File: src/rtl/gmdfs_pkg.sv
// Shared types, constants and helpers for the grid maze depth-first search block.
`default_nettype none
package gmdfs_pkg;

    localparam int MAX_ROWS   = 16;
    localparam int MAX_COLS   = 16;
    localparam int ROW_W      = 4;
    localparam int COL_W      = 4;
    localparam int BOUND_W    = 5;
    localparam int GRID_CELLS = MAX_ROWS * MAX_COLS;
    localparam int CELL_W     = $clog2(GRID_CELLS);
    localparam int DEPTH_W    = CELL_W + 1;

    typedef logic [1:0] cell_code_t;
    localparam cell_code_t CODE_PATH  = 2'd0;
    localparam cell_code_t CODE_WALL  = 2'd1;
    localparam cell_code_t CODE_EXIT  = 2'd2;
    localparam cell_code_t CODE_TRIED = 2'd3;

    localparam logic OP_LOAD   = 1'b0;
    localparam logic OP_SEARCH = 1'b1;

    localparam int CFG_INDEX_W = 1;
    localparam logic [CFG_INDEX_W-1:0] CFG_ROWS_USED = 1'b0;
    localparam logic [CFG_INDEX_W-1:0] CFG_COLS_USED = 1'b1;

    typedef logic [2:0] dir_t;
    localparam dir_t DIR_RIGHT = 3'd0;
    localparam dir_t DIR_DOWN  = 3'd1;
    localparam dir_t DIR_LEFT  = 3'd2;
    localparam dir_t DIR_UP    = 3'd3;
    localparam dir_t DIR_DONE  = 3'd4;

    typedef struct packed {
        logic [ROW_W-1:0] row;
        logic [COL_W-1:0] col;
        dir_t             dir;
    } frame_t;

    typedef struct packed {
        logic             valid;
        logic             op;
        logic [ROW_W-1:0] row;
        logic [COL_W-1:0] col;
        cell_code_t       code;
    } cmd_t;

    typedef struct packed {
        logic [BOUND_W-1:0] rows_lim;
        logic [BOUND_W-1:0] cols_lim;
    } bounds_t;

    typedef struct packed {
        logic valid;
        logic found;
    } result_t;

    typedef enum logic [2:0] {
        ST_IDLE,
        ST_CHECK,
        ST_STEP,
        ST_POP,
        ST_DONE
    } search_state_t;

    function automatic logic [CELL_W-1:0] cell_index(
        input logic [ROW_W-1:0] r,
        input logic [COL_W-1:0] c
    );
        int idx;
        idx = int'(r) * MAX_COLS + int'(c);
        return idx[CELL_W-1:0];
    endfunction

endpackage
`default_nettype wire

File: src/rtl/gmdfs_engine.sv
// Search engine: grid memory, walk stack and the sequencer that drives one probe at a time.
`default_nettype none
module gmdfs_engine
    import gmdfs_pkg::*;
(
    input  wire logic    clk,
    input  wire logic    rst_n,
    input  wire cmd_t    cmd,
    input  wire bounds_t bounds,
    input  wire logic    out_free,
    output logic         ready,
    output result_t      result
);

    logic [1:0]        grid_mem [GRID_CELLS];
    frame_t            stk_mem  [GRID_CELLS];

    search_state_t     state_reg, state_next;
    logic [DEPTH_W-1:0] depth_reg, depth_next;
    frame_t            top_reg, top_next;
    logic [ROW_W-1:0]  cand_row_reg, cand_row_next;
    logic [COL_W-1:0]  cand_col_reg, cand_col_next;
    logic              found_reg, found_next;
    cell_code_t        grid_rd_reg;
    frame_t            stk_rd_reg;

    logic              grid_we, grid_re;
    logic [CELL_W-1:0] grid_waddr, grid_raddr;
    cell_code_t        grid_wdata;
    logic              stk_we, stk_re;
    logic [CELL_W-1:0] stk_waddr, stk_raddr;

    logic [BOUND_W-1:0] nb_row, nb_col;
    logic              nb_in, start_in, load_in, top_done;

    always_comb
    begin
        nb_row = {1'b0, top_reg.row};
        nb_col = {1'b0, top_reg.col};
        case (top_reg.dir)
            DIR_RIGHT: nb_col = {1'b0, top_reg.col} + BOUND_W'(1);
            DIR_DOWN:  nb_row = {1'b0, top_reg.row} + BOUND_W'(1);
            DIR_LEFT:  nb_col = {1'b0, top_reg.col} - BOUND_W'(1);
            DIR_UP:    nb_row = {1'b0, top_reg.row} - BOUND_W'(1);
            default:   nb_row = {1'b0, top_reg.row};
        endcase
    end

    // An underflow wraps to all ones, which is never inside the bounds.
    assign nb_in    = (nb_row < bounds.rows_lim) && (nb_col < bounds.cols_lim);
    assign start_in = ({1'b0, cmd.row} < bounds.rows_lim) && ({1'b0, cmd.col} < bounds.cols_lim);
    assign load_in  = ({1'b0, cmd.row} < BOUND_W'(MAX_ROWS))
                   && ({1'b0, cmd.col} < BOUND_W'(MAX_COLS));
    assign top_done = (top_reg.dir == DIR_DONE);
    assign ready    = (state_reg == ST_IDLE);

    always_comb
    begin
        state_next = state_reg;
        case (state_reg)
            ST_IDLE:
            begin
                if (cmd.valid && cmd.op == OP_SEARCH)
                begin
                    state_next = start_in ? ST_CHECK : ST_DONE;
                end
            end
            ST_CHECK:
            begin
                if (grid_rd_reg == CODE_EXIT)
                begin
                    state_next = ST_DONE;
                end
                else if (grid_rd_reg == CODE_PATH || depth_reg != '0)
                begin
                    state_next = ST_STEP;
                end
                else
                begin
                    state_next = ST_DONE;
                end
            end
            ST_STEP:
            begin
                if (top_done)
                begin
                    state_next = (depth_reg == DEPTH_W'(1)) ? ST_DONE : ST_POP;
                end
                else if (nb_in)
                begin
                    state_next = ST_CHECK;
                end
            end
            ST_POP:  state_next = ST_STEP;
            ST_DONE:
            begin
                if (out_free)
                begin
                    state_next = ST_IDLE;
                end
            end
            default: state_next = ST_IDLE;
        endcase
    end

    always_comb
    begin
        grid_we       = 1'b0;
        grid_waddr    = cell_index(cand_row_reg, cand_col_reg);
        grid_wdata    = CODE_TRIED;
        grid_re       = 1'b0;
        grid_raddr    = cell_index(cmd.row, cmd.col);
        stk_we        = 1'b0;
        stk_waddr     = CELL_W'(depth_reg - DEPTH_W'(1));
        stk_re        = 1'b0;
        stk_raddr     = CELL_W'(depth_reg - DEPTH_W'(2));
        cand_row_next = cand_row_reg;
        cand_col_next = cand_col_reg;
        top_next      = top_reg;
        depth_next    = depth_reg;
        found_next    = found_reg;
        result.valid  = 1'b0;
        result.found  = found_reg;
        case (state_reg)
            ST_IDLE:
            begin
                if (cmd.valid && cmd.op == OP_LOAD)
                begin
                    grid_we    = load_in;
                    grid_waddr = cell_index(cmd.row, cmd.col);
                    grid_wdata = cmd.code;
                end
                else if (cmd.valid)
                begin
                    cand_row_next = cmd.row;
                    cand_col_next = cmd.col;
                    depth_next    = '0;
                    found_next    = 1'b0;
                    grid_re       = start_in;
                end
            end
            ST_CHECK:
            begin
                if (grid_rd_reg == CODE_EXIT)
                begin
                    found_next = 1'b1;
                end
                else if (grid_rd_reg == CODE_PATH)
                begin
                    grid_we    = 1'b1;
                    stk_we     = (depth_reg != '0);
                    top_next   = '{row: cand_row_reg, col: cand_col_reg, dir: DIR_RIGHT};
                    depth_next = depth_reg + DEPTH_W'(1);
                end
            end
            ST_STEP:
            begin
                if (top_done)
                begin
                    depth_next = depth_reg - DEPTH_W'(1);
                    stk_re     = 1'b1;
                end
                else
                begin
                    top_next.dir  = top_reg.dir + dir_t'(1);
                    cand_row_next = nb_row[ROW_W-1:0];
                    cand_col_next = nb_col[COL_W-1:0];
                    grid_re       = nb_in;
                    grid_raddr    = cell_index(nb_row[ROW_W-1:0], nb_col[COL_W-1:0]);
                end
            end
            ST_POP:  top_next = stk_rd_reg;
            ST_DONE: result.valid = out_free;
            default: result.valid = 1'b0;
        endcase
    end

    always_ff @(posedge clk)
    begin
        if (grid_we)
        begin
            grid_mem[grid_waddr] <= grid_wdata;
        end
        if (grid_re)
        begin
            grid_rd_reg <= grid_mem[grid_raddr];
        end
    end

    always_ff @(posedge clk)
    begin
        if (stk_we)
        begin
            stk_mem[stk_waddr] <= top_reg;
        end
        if (stk_re)
        begin
            stk_rd_reg <= stk_mem[stk_raddr];
        end
    end

    always_ff @(posedge clk)
    begin
        cand_row_reg <= cand_row_next;
        cand_col_reg <= cand_col_next;
        top_reg      <= top_next;
        found_reg    <= found_next;
    end

    always_ff @(posedge clk or negedge rst_n)
    begin
        if (!rst_n)
        begin
            state_reg <= ST_IDLE;
            depth_reg <= '0;
        end
        else
        begin
            state_reg <= state_next;
            depth_reg <= depth_next;
        end
    end

    a_depth_bound: assert property (@(posedge clk) disable iff (!rst_n)
        depth_reg <= DEPTH_W'(GRID_CELLS))
        else $error("walk stack depth exceeds the grid size");

    a_step_has_frame: assert property (@(posedge clk) disable iff (!rst_n)
        (state_reg == ST_STEP || state_reg == ST_POP) |-> depth_reg != '0)
        else $error("walk step taken with an empty stack");

    a_check_after_read: assert property (@(posedge clk) disable iff (!rst_n)
        (state_reg == ST_CHECK) |-> $past(grid_re))
        else $error("cell checked without a preceding grid read");

    a_pop_after_read: assert property (@(posedge clk) disable iff (!rst_n)
        (state_reg == ST_POP) |-> ($past(stk_re) && $past(state_reg) == ST_STEP))
        else $error("stack pop without a preceding stack read");

endmodule
`default_nettype wire

File: src/rtl/grid_maze_depth_first_search.sv
// Top level of the grid maze depth-first search block: ports, bound registers, result register.
`default_nettype none
// A load item writes one two-bit cell of the 16 x 16 grid. A search item walks the
// maze depth first from its start cell and returns one item with the found flag. Each
// neighbor probe that lies inside the bounds is a grid read, then a check; a probe
// outside the bounds reads no cell, and each backtrack is a stack read, then a reload
// of the top frame. The grid memory has a single read port. Cells tried during a
// search stay marked until they are loaded again. The bound registers may be
// written only while no item is in progress.
module grid_maze_depth_first_search
    import gmdfs_pkg::*;
(
    input  wire logic                   clk,
    input  wire logic                   rst_n,
    input  wire logic                   cfg_we,
    input  wire logic [CFG_INDEX_W-1:0] cfg_index,
    input  wire logic [BOUND_W-1:0]     cfg_data,
    input  wire logic                   in_valid,
    output logic                        in_stall,
    input  wire logic                   op,
    input  wire logic [ROW_W-1:0]       row,
    input  wire logic [COL_W-1:0]       col,
    input  wire logic [1:0]             cell_code,
    output logic                        out_valid,
    input  wire logic                   out_stall,
    output logic                        found
);

    logic [BOUND_W-1:0] rows_used_reg, rows_used_next;
    logic [BOUND_W-1:0] cols_used_reg, cols_used_next;
    logic               out_valid_reg, out_valid_next;
    logic               out_found_reg, out_found_next;
    logic               engine_ready;
    logic               out_free;
    cmd_t               cmd;
    bounds_t            bounds;
    result_t            result;

    always_comb
    begin
        rows_used_next = rows_used_reg;
        cols_used_next = cols_used_reg;
        if (cfg_we)
        begin
            case (cfg_index)
                CFG_ROWS_USED: rows_used_next = cfg_data;
                CFG_COLS_USED: cols_used_next = cfg_data;
                default:       rows_used_next = rows_used_reg;
            endcase
        end
    end

    assign bounds.rows_lim = (rows_used_reg > BOUND_W'(MAX_ROWS)) ? BOUND_W'(MAX_ROWS)
                                                                  : rows_used_reg;
    assign bounds.cols_lim = (cols_used_reg > BOUND_W'(MAX_COLS)) ? BOUND_W'(MAX_COLS)
                                                                  : cols_used_reg;

    assign in_stall  = !engine_ready;
    assign cmd.valid = in_valid && engine_ready;
    assign cmd.op    = op;
    assign cmd.row   = row;
    assign cmd.col   = col;
    assign cmd.code  = cell_code;

    assign out_free = !out_valid_reg || !out_stall;

    always_comb
    begin
        out_valid_next = out_valid_reg;
        out_found_next = out_found_reg;
        if (result.valid)
        begin
            out_valid_next = 1'b1;
            out_found_next = result.found;
        end
        else if (out_valid_reg && !out_stall)
        begin
            out_valid_next = 1'b0;
        end
    end

    gmdfs_engine u_engine (
        .clk      (clk),
        .rst_n    (rst_n),
        .cmd      (cmd),
        .bounds   (bounds),
        .out_free (out_free),
        .ready    (engine_ready),
        .result   (result)
    );

    always_ff @(posedge clk)
    begin
        out_found_reg <= out_found_next;
    end

    always_ff @(posedge clk or negedge rst_n)
    begin
        if (!rst_n)
        begin
            rows_used_reg <= BOUND_W'(16);
            cols_used_reg <= BOUND_W'(16);
            out_valid_reg <= 1'b0;
        end
        else
        begin
            rows_used_reg <= rows_used_next;
            cols_used_reg <= cols_used_next;
            out_valid_reg <= out_valid_next;
        end
    end

    assign out_valid = out_valid_reg;
    assign found     = out_found_reg;

endmodule
`default_nettype wire

File: config.mk
export PLATFORM = sky130hd
export DESIGN_NAME = grid_maze_depth_first_search
export DESIGN_NICKNAME = d
export VERILOG_FILES = /design/src/rtl/gmdfs_pkg.sv /design/src/rtl/gmdfs_engine.sv /design/src/rtl/grid_maze_depth_first_search.sv
export SDC_FILE = /design/constraint.sdc
export NUM_CORES = 2
export LEC_CHECK = 0
export BUFFER_PORTS_ARGS = -buffer_cell sky130_fd_sc_hd__clkbuf_2
export CORE_MARGIN = 5
export CORE_UTILIZATION = 40
export CTS_CLUSTER_SIZE = 10
export DETAILED_ROUTE_END_ITERATION = 10
export PLACE_DENSITY = 0.63
export SLEW_MARGIN = 20
export SYNTH_ARGS = -nofsm -noshare
export SYNTH_HDL_FRONTEND = slang
export SYNTH_HIERARCHICAL = 1
export SYNTH_SLANG_ARGS = --single-unit
File: constraint.sdc
create_clock -name clk -period 13.67 [get_ports clk]
set_input_delay 2.734 -clock clk [delete_from_list [all_inputs] [get_ports clk]]
set_output_delay 2.734 -clock clk [all_outputs]
set_load 0.1 [all_outputs]
Yosys cells after proc, flatten, opt, wreduce, memory -nomap -nowiden
Memories as Yosys holds them, arrays and structs flattened. A register that Yosys moved wholly into a read port is not among the register bits.
Cells that the tools add are included.
{ "totals": {"input_bits": 22, "word_cells": 144, "ff_bits": 44, "output_inout_bits": 3, "mem_bits_rw": 3328, "mem_count": 2} }
{ "op_classes": {"muxes": 62, "reduce_logical": 29, "n_addsub": 11, "n_bitwise": 2, "eq_ne": 20, "order_cmp": 6} }
{ "memory_table": {"columns": ["name", "words", "width", "rd", "rd_ports_with_merged_regs", "write_ports", "line", "text"], "rows": [
  ["u_engine.stk_mem", 256, 11, 1, 1, 1, "gmdfs_engine.sv:16", "frame_t stk_mem [GRID_CELLS];"],
  ["u_engine.grid_mem", 256, 2, 1, 1, 1, "gmdfs_engine.sv:15", "logic [1:0] grid_mem [GRID_CELLS];"]
]} }
{ "op_table": {"columns": ["cell", "count"], "rows": [
  ["2-to-1 mux 9 bit", 5],
  ["2-to-1 mux 8 bit", 4],
  ["2-to-1 mux 3 bit", 9],
  ["one-hot mux 9 bit (3 select lines)", 1],
  ["adder 8 x 4 -> 8 bit", 3],
  ["2-to-1 mux 4 bit", 6],
  ["2-to-1 mux 11 bit", 2],
  ["2-to-1 mux 1 bit", 21],
  ["one-hot mux 5 bit (2 select lines)", 2],
  ["one-hot mux 4 bit (2 select lines)", 2],
  ["one-hot mux 8 bit (2 select lines)", 1],
  ["one-hot mux 3 bit (5 select lines)", 1],
  ["== test 3 x 2 -> 1 bit (second input constant)", 4],
  ["inequality test 2 x 1 -> 1 bit (second input constant)", 6],
  ["AND reduction 4 bit", 3],
  ["adder 4 x 1 -> 5 bit (second input constant)", 2],
  ["> comparator 5 bit (second input constant)", 2],
  ["less-than comparator 4 x 5 -> 1 bit", 2],
  ["less-than comparator 5 bit", 2],
  ["2-to-1 mux 5 bit", 2],
  ["subtractor 4 x 1 -> 5 bit (second input constant)", 2],
  ["adder 9 x 1 -> 9 bit (second input constant)", 1],
  ["== test 9 x 1 -> 1 bit (second input constant)", 1],
  ["one-hot mux 3 bit (3 select lines)", 1],
  ["22 further kinds", 45]
]} }

Longest topological paths before layout
{ "logic_depth": {"depth_word": 7, "mapped_depth": 17} }

By module
Netlist, hierarchy kept.
{ "by_module_without_submodules": {"columns": ["mod", "area_per_inst_um2", "seq_area_each_um2", "cells_per_inst", "n_inst"], "rows": [
  ["gmdfs_engine", 133496.8, 101227.1, 6523, 1],
  ["grid_maze_depth_first_search", 541.8, 307.8, 38, 1]
]} }

Worst setup path after synthesis
Ideal clock, no wire load.
{ "synth_path": {"kind": "input to register", "start": "in in_valid", "end": "mem u_engine.grid_mem[0][0] (data pin)", "t_arrival_ps": 6566, "setup_slack_ps": 6200, "cell_stages": 4, "required_time_ps": 12766, "path_buffers": 1, "cell_sequence": "and2_1 and3b_1 clkbuf_1 nand2b_1"} }
{ "synth_between": {"elab_chain_len": 4} }
{ "synth_lines": {"columns": ["element", "line", "text"], "rows": [
  ["from (decl)", "grid_maze_depth_first_search.sv:18", "input wire logic in_valid,"],
  ["logical AND 1 bit", "grid_maze_depth_first_search.sv:59", "assign cmd.valid = in_valid && engine_ready;"],
  ["logical AND 1 bit", "gmdfs_engine.sv:127", "if (cmd.valid && cmd.op == OP_LOAD)"],
  ["2-to-1 mux 2 bit", "gmdfs_engine.sv:127", null],
  ["2-to-1 mux 2 bit", "gmdfs_engine.sv:124", "case (state_reg)"],
  ["named net u_engine.grid_wdata[0]", "gmdfs_engine.sv:29", "cell_code_t grid_wdata;"],
  ["to (decl)", "gmdfs_engine.sv:15", null]
]} }
The timed path passes the listed nets, and every way through them passes these cells.

Final worst setup path
{ "layout_path": {"start": "reg u_engine.depth_reg[1]", "end": "reg, netlist name u_engine/stk_rd_reg[2]"} }
{ "layout_between": {"elab_chain_len": 1} }
{ "layout_lines": {"columns": ["element", "line", "text"], "rows": [
  ["from (decl)", "gmdfs_engine.sv:19", "logic [DEPTH_W-1:0] depth_reg, depth_next;"],
  ["from (signal assigned)", "gmdfs_engine.sv:220", "depth_reg <= depth_next;"],
  ["subtractor 8 x 2 -> 8 bit", "gmdfs_engine.sv:116", "stk_raddr = CELL_W'(depth_reg - DEPTH_W'(2));"]
]} }
Every way passes these cells.
A chain may end at the register's enable or synchronous reset.

==> impl_metrics.json <==
{
  "grt_pass1_wl_mm": 480,
  "clkSlewWorstSetupHoldPaths_ns": 0.06,
  "layout_commonest_cell": "edfxtp_1",
  "cp_max_fo": 61,
  "die_x_um": 589,
  "syn_inst": 6561,
  "synth_edf_count": 3362,
  "m1WireLength_mm": 135,
  "hold_path_class": "reg -> reg",
  "cts.sinks": 3385,
  "layout-drive-gt1-share_pct": 24.9,
  "core_um2": 334000,
  "die_h_um": 589,
  "synthDistinctLibCells": 86,
  "fin_cells": 11300,
  "highest_layer": "met5",
  "ys.flop_type": "edfxtp_1",
  "largest_register": "u_engine/stk_mem",
  "grt_overflow_total": 0,
  "synth_seq_cells": 3385,
  "synth_largest_area_cell": "edfxtp_1",
  "p_per_area_nw_per_um2": 197,
  "grt_max_degree": 235,
  "nets": 6833,
  "grt_pass1_vias": 66700,
  "drc": 0,
  "num_vias": 66400,
  "yosysTopAreaCellShare_pct": 75.3,
  "status": "completed",
  "rows": 212,
  "dp_hpwl_mm": 188,
  "worstHoldPathCells": 0,
  "slew_headroom_pct": 22.0,
  "critPathArrivalTime_ns": 6.80,
  "ant_nets": 0,
  "antenna_found_initial": 12,
  "period_share_pct": 44.9,
  "worstSetupStartpointType": "flop",
  "synth_warnings": 6,
  "cts-htree-levels": 5,
  "hold_viol": 0,
  "p_leak_nw": 45.9,
  "route.met2.wl_mm": 157,
  "dp.cells": 10800,
  "initial_utilization_pct": 40.2,
  "cts_buffers": 383,
  "drt_wl_total_mm": 331,
  "min-delay-start": "u_engine/found_reg",
  "final_cell_mix": "edfxtp_1 (3,362), mux4_2 (914), nor2_1 (452)",
  "nFillCells": 27700,
  "first_iter_violations": 8481,
  "fmax_mhz": 163,
  "largest_reg_flops": 2816,
  "reg_top3": "u_engine/stk_mem (2816), u_engine/grid_mem (512)",
  "post_cts_buffers": 0,
  "holdWs_ns": 0.422,
  "portBuffers": 24,
  "fin_tns_setup_ns": 0,
  "skew_ns": 0.0878,
  "slew_violations": 0,
  "min_to": "found",
  "rr_worst_depth": 9,
  "synth_area_per_cell_um2": 20.4,
  "cts_tree": "done",
  "post_drt_wl_per_cell_um": 29.4,
  "grt_setup_unrepaired": "no",
  "max_slew.worst_pin.slew_ns": 1.17,
  "ios": 25,
  "vias_per_cell": 5.89,
  "dieArea_um2": 347000,
  "ir_drop_mv": 0.330,
  "areaGrowthSynthToFinish_pct": 12.3,
  "wl_met3_mm": 29.7,
  "r2r_slack_ns": 7.53,
  "first_pass_iters": 6,
  "period_minus_slack_ns": 6.14,
  "cts-root-buf": "clkbuf_16",
  "syn-num-nets": 6615,
  "cp-end-kind": "flop",
  "maxCapViolCount": 0,
  "r2r_start": "u_engine/depth_reg[1]",
  "syn-cell-area_um2": 134000,
  "ctsResizeCount": 0,
  "cp.required_ns": 14.33,
  "synth.area.top_cells": "edfxtp_1 (75%), mux4_2 (15%), nor2_1 (1.5%)",
  "cts_hold_buf": 0,
  "clock_latency_ns": 0.94,
  "synthArstFlopShare_pct": 0.679,
  "finalWeightedCongestion": 0.821,
  "worstSetupPathType": "reg -> reg",
  "grt_usage_pct": 18.6,
  "clockBufferDepth": 4,
  "r2r-end": "u_engine/stk_rd_reg[2]",
  "finalSetupViolCount": 0,
  "ys_seq_area_share_pct": 75.8,
  "total_power_w": 0.0296
}
## critical path, cell delays in order (launching register included)
cell and delay (ns):
dfrtp_4 1.11, inv_1 0.40, ha_4 0.75, buf_6 0.67, buf_4 0.70, mux4_2 0.65
nor2b_1 0.17, a211oi_1 0.53, a21oi_1 0.25, mux4_2 0.53
## report_power, final
group,internal [W],switching (W),total (W)
registers,0.0116,0.000121,0.0118
logic,0.00351,0.00537,0.00888
clock network,0.00519,0.00382,0.00900
total,0.0203,0.00931,0.0296
## area by class of cell
type / count / area [µm²] / area share [%]
flip-flops and latches: 3385 / 102000 / 67.5
multi-input cells: 2735 / 30800 / 20.5
clock buffers: 457 / 10100 / 6.72
well taps: 4387 / 5490 / 3.65
repair buffers: 230 / 1910 / 1.27
clock inverters: 28 / 398 / 0.264
inverters: 44 / 165 / 0.110
diodes: 7 / 17.5 / 0.0116
## logic make-up (layout without fill, tap and decap cells)
| family | after synthesis | in the layout | synth area share, % |
|---|---|---|---|
| AO/OA/AOI/OAI | 385 | 385 | 1.98 |
| flip-flops | 3385 | 3385 | 75.8 |
| other | 0 | 7 | 0 |
| multiplexers | 1037 | 1037 | 16.3 |
| XOR/XNOR | 20 | 20 | 0.136 |
| AND/OR/NAND/NOR | 1261 | 1261 | 3.99 |
| buffers and inverters | 441 | 759 | 1.54 |
| adder cells (fa/ha/maj) | 32 | 32 | 0.299 |
## worst max path at each step
stage	startpoint	slack, ns	end
2_1_floorplan	in_valid	6.20	u_engine/grid_mem[0][0]
3_3_place_gp	u_engine/depth_reg[1]	7.16	u_engine/stk_rd_reg[2]
3_5_place_dp	u_engine/depth_reg[1]	7.11	u_engine/stk_rd_reg[2]
4_1_cts	u_engine/depth_reg[1]	7.14	u_engine/stk_rd_reg[2]
5_1_grt	u_engine/depth_reg[1]	7.21	u_engine/stk_rd_reg[2]
6_report	u_engine/depth_reg[1]	7.53	u_engine/stk_rd_reg[2]
## synthesized netlist by cell type, drive strengths merged, types with 5 or more instances
master	count
nor2b	60
nand3	130
ha	32
a21o	9
o31ai	9
nand4	7
inv	43
o211ai	5
a31oi	29
and2	11
xor2	11
dfrtp	21
and3	15
nand2b	8
nor3	18
clkbuf	192
a211oi	98
a2111oi	5
a22oi	8
mux2i	103
o22ai	17
edfxtp	3362
mux2	20
buf	205
nand3b	14
a311oi	38
o21ai	40
nand2	425
a21oi	91
nor2	553
mux4	914
xnor2	9
## metrics by stage
step,instance area [µm²],util [%],worst slack [ns]
6_report,150000,45.1,7.53
5_1_grt,150000,45.1,7.21
4_1_cts,150000,45.0,7.14
3_5_place_dp,140000,41.9,7.11
3_3_place_gp,140000,41.8,7.16
2_1_floorplan,134000,-,6.20
## per-layer routing
metal / up-vias / global-route usage (%)
met5: - / 0
met3: 549 / 3.87
li1: 27200 / -
met2: 3123 / 29.2
met1: 35500 / 26.8
met4: 6 / 4.83
Note: power is estimated with default switching activity, not from simulation.
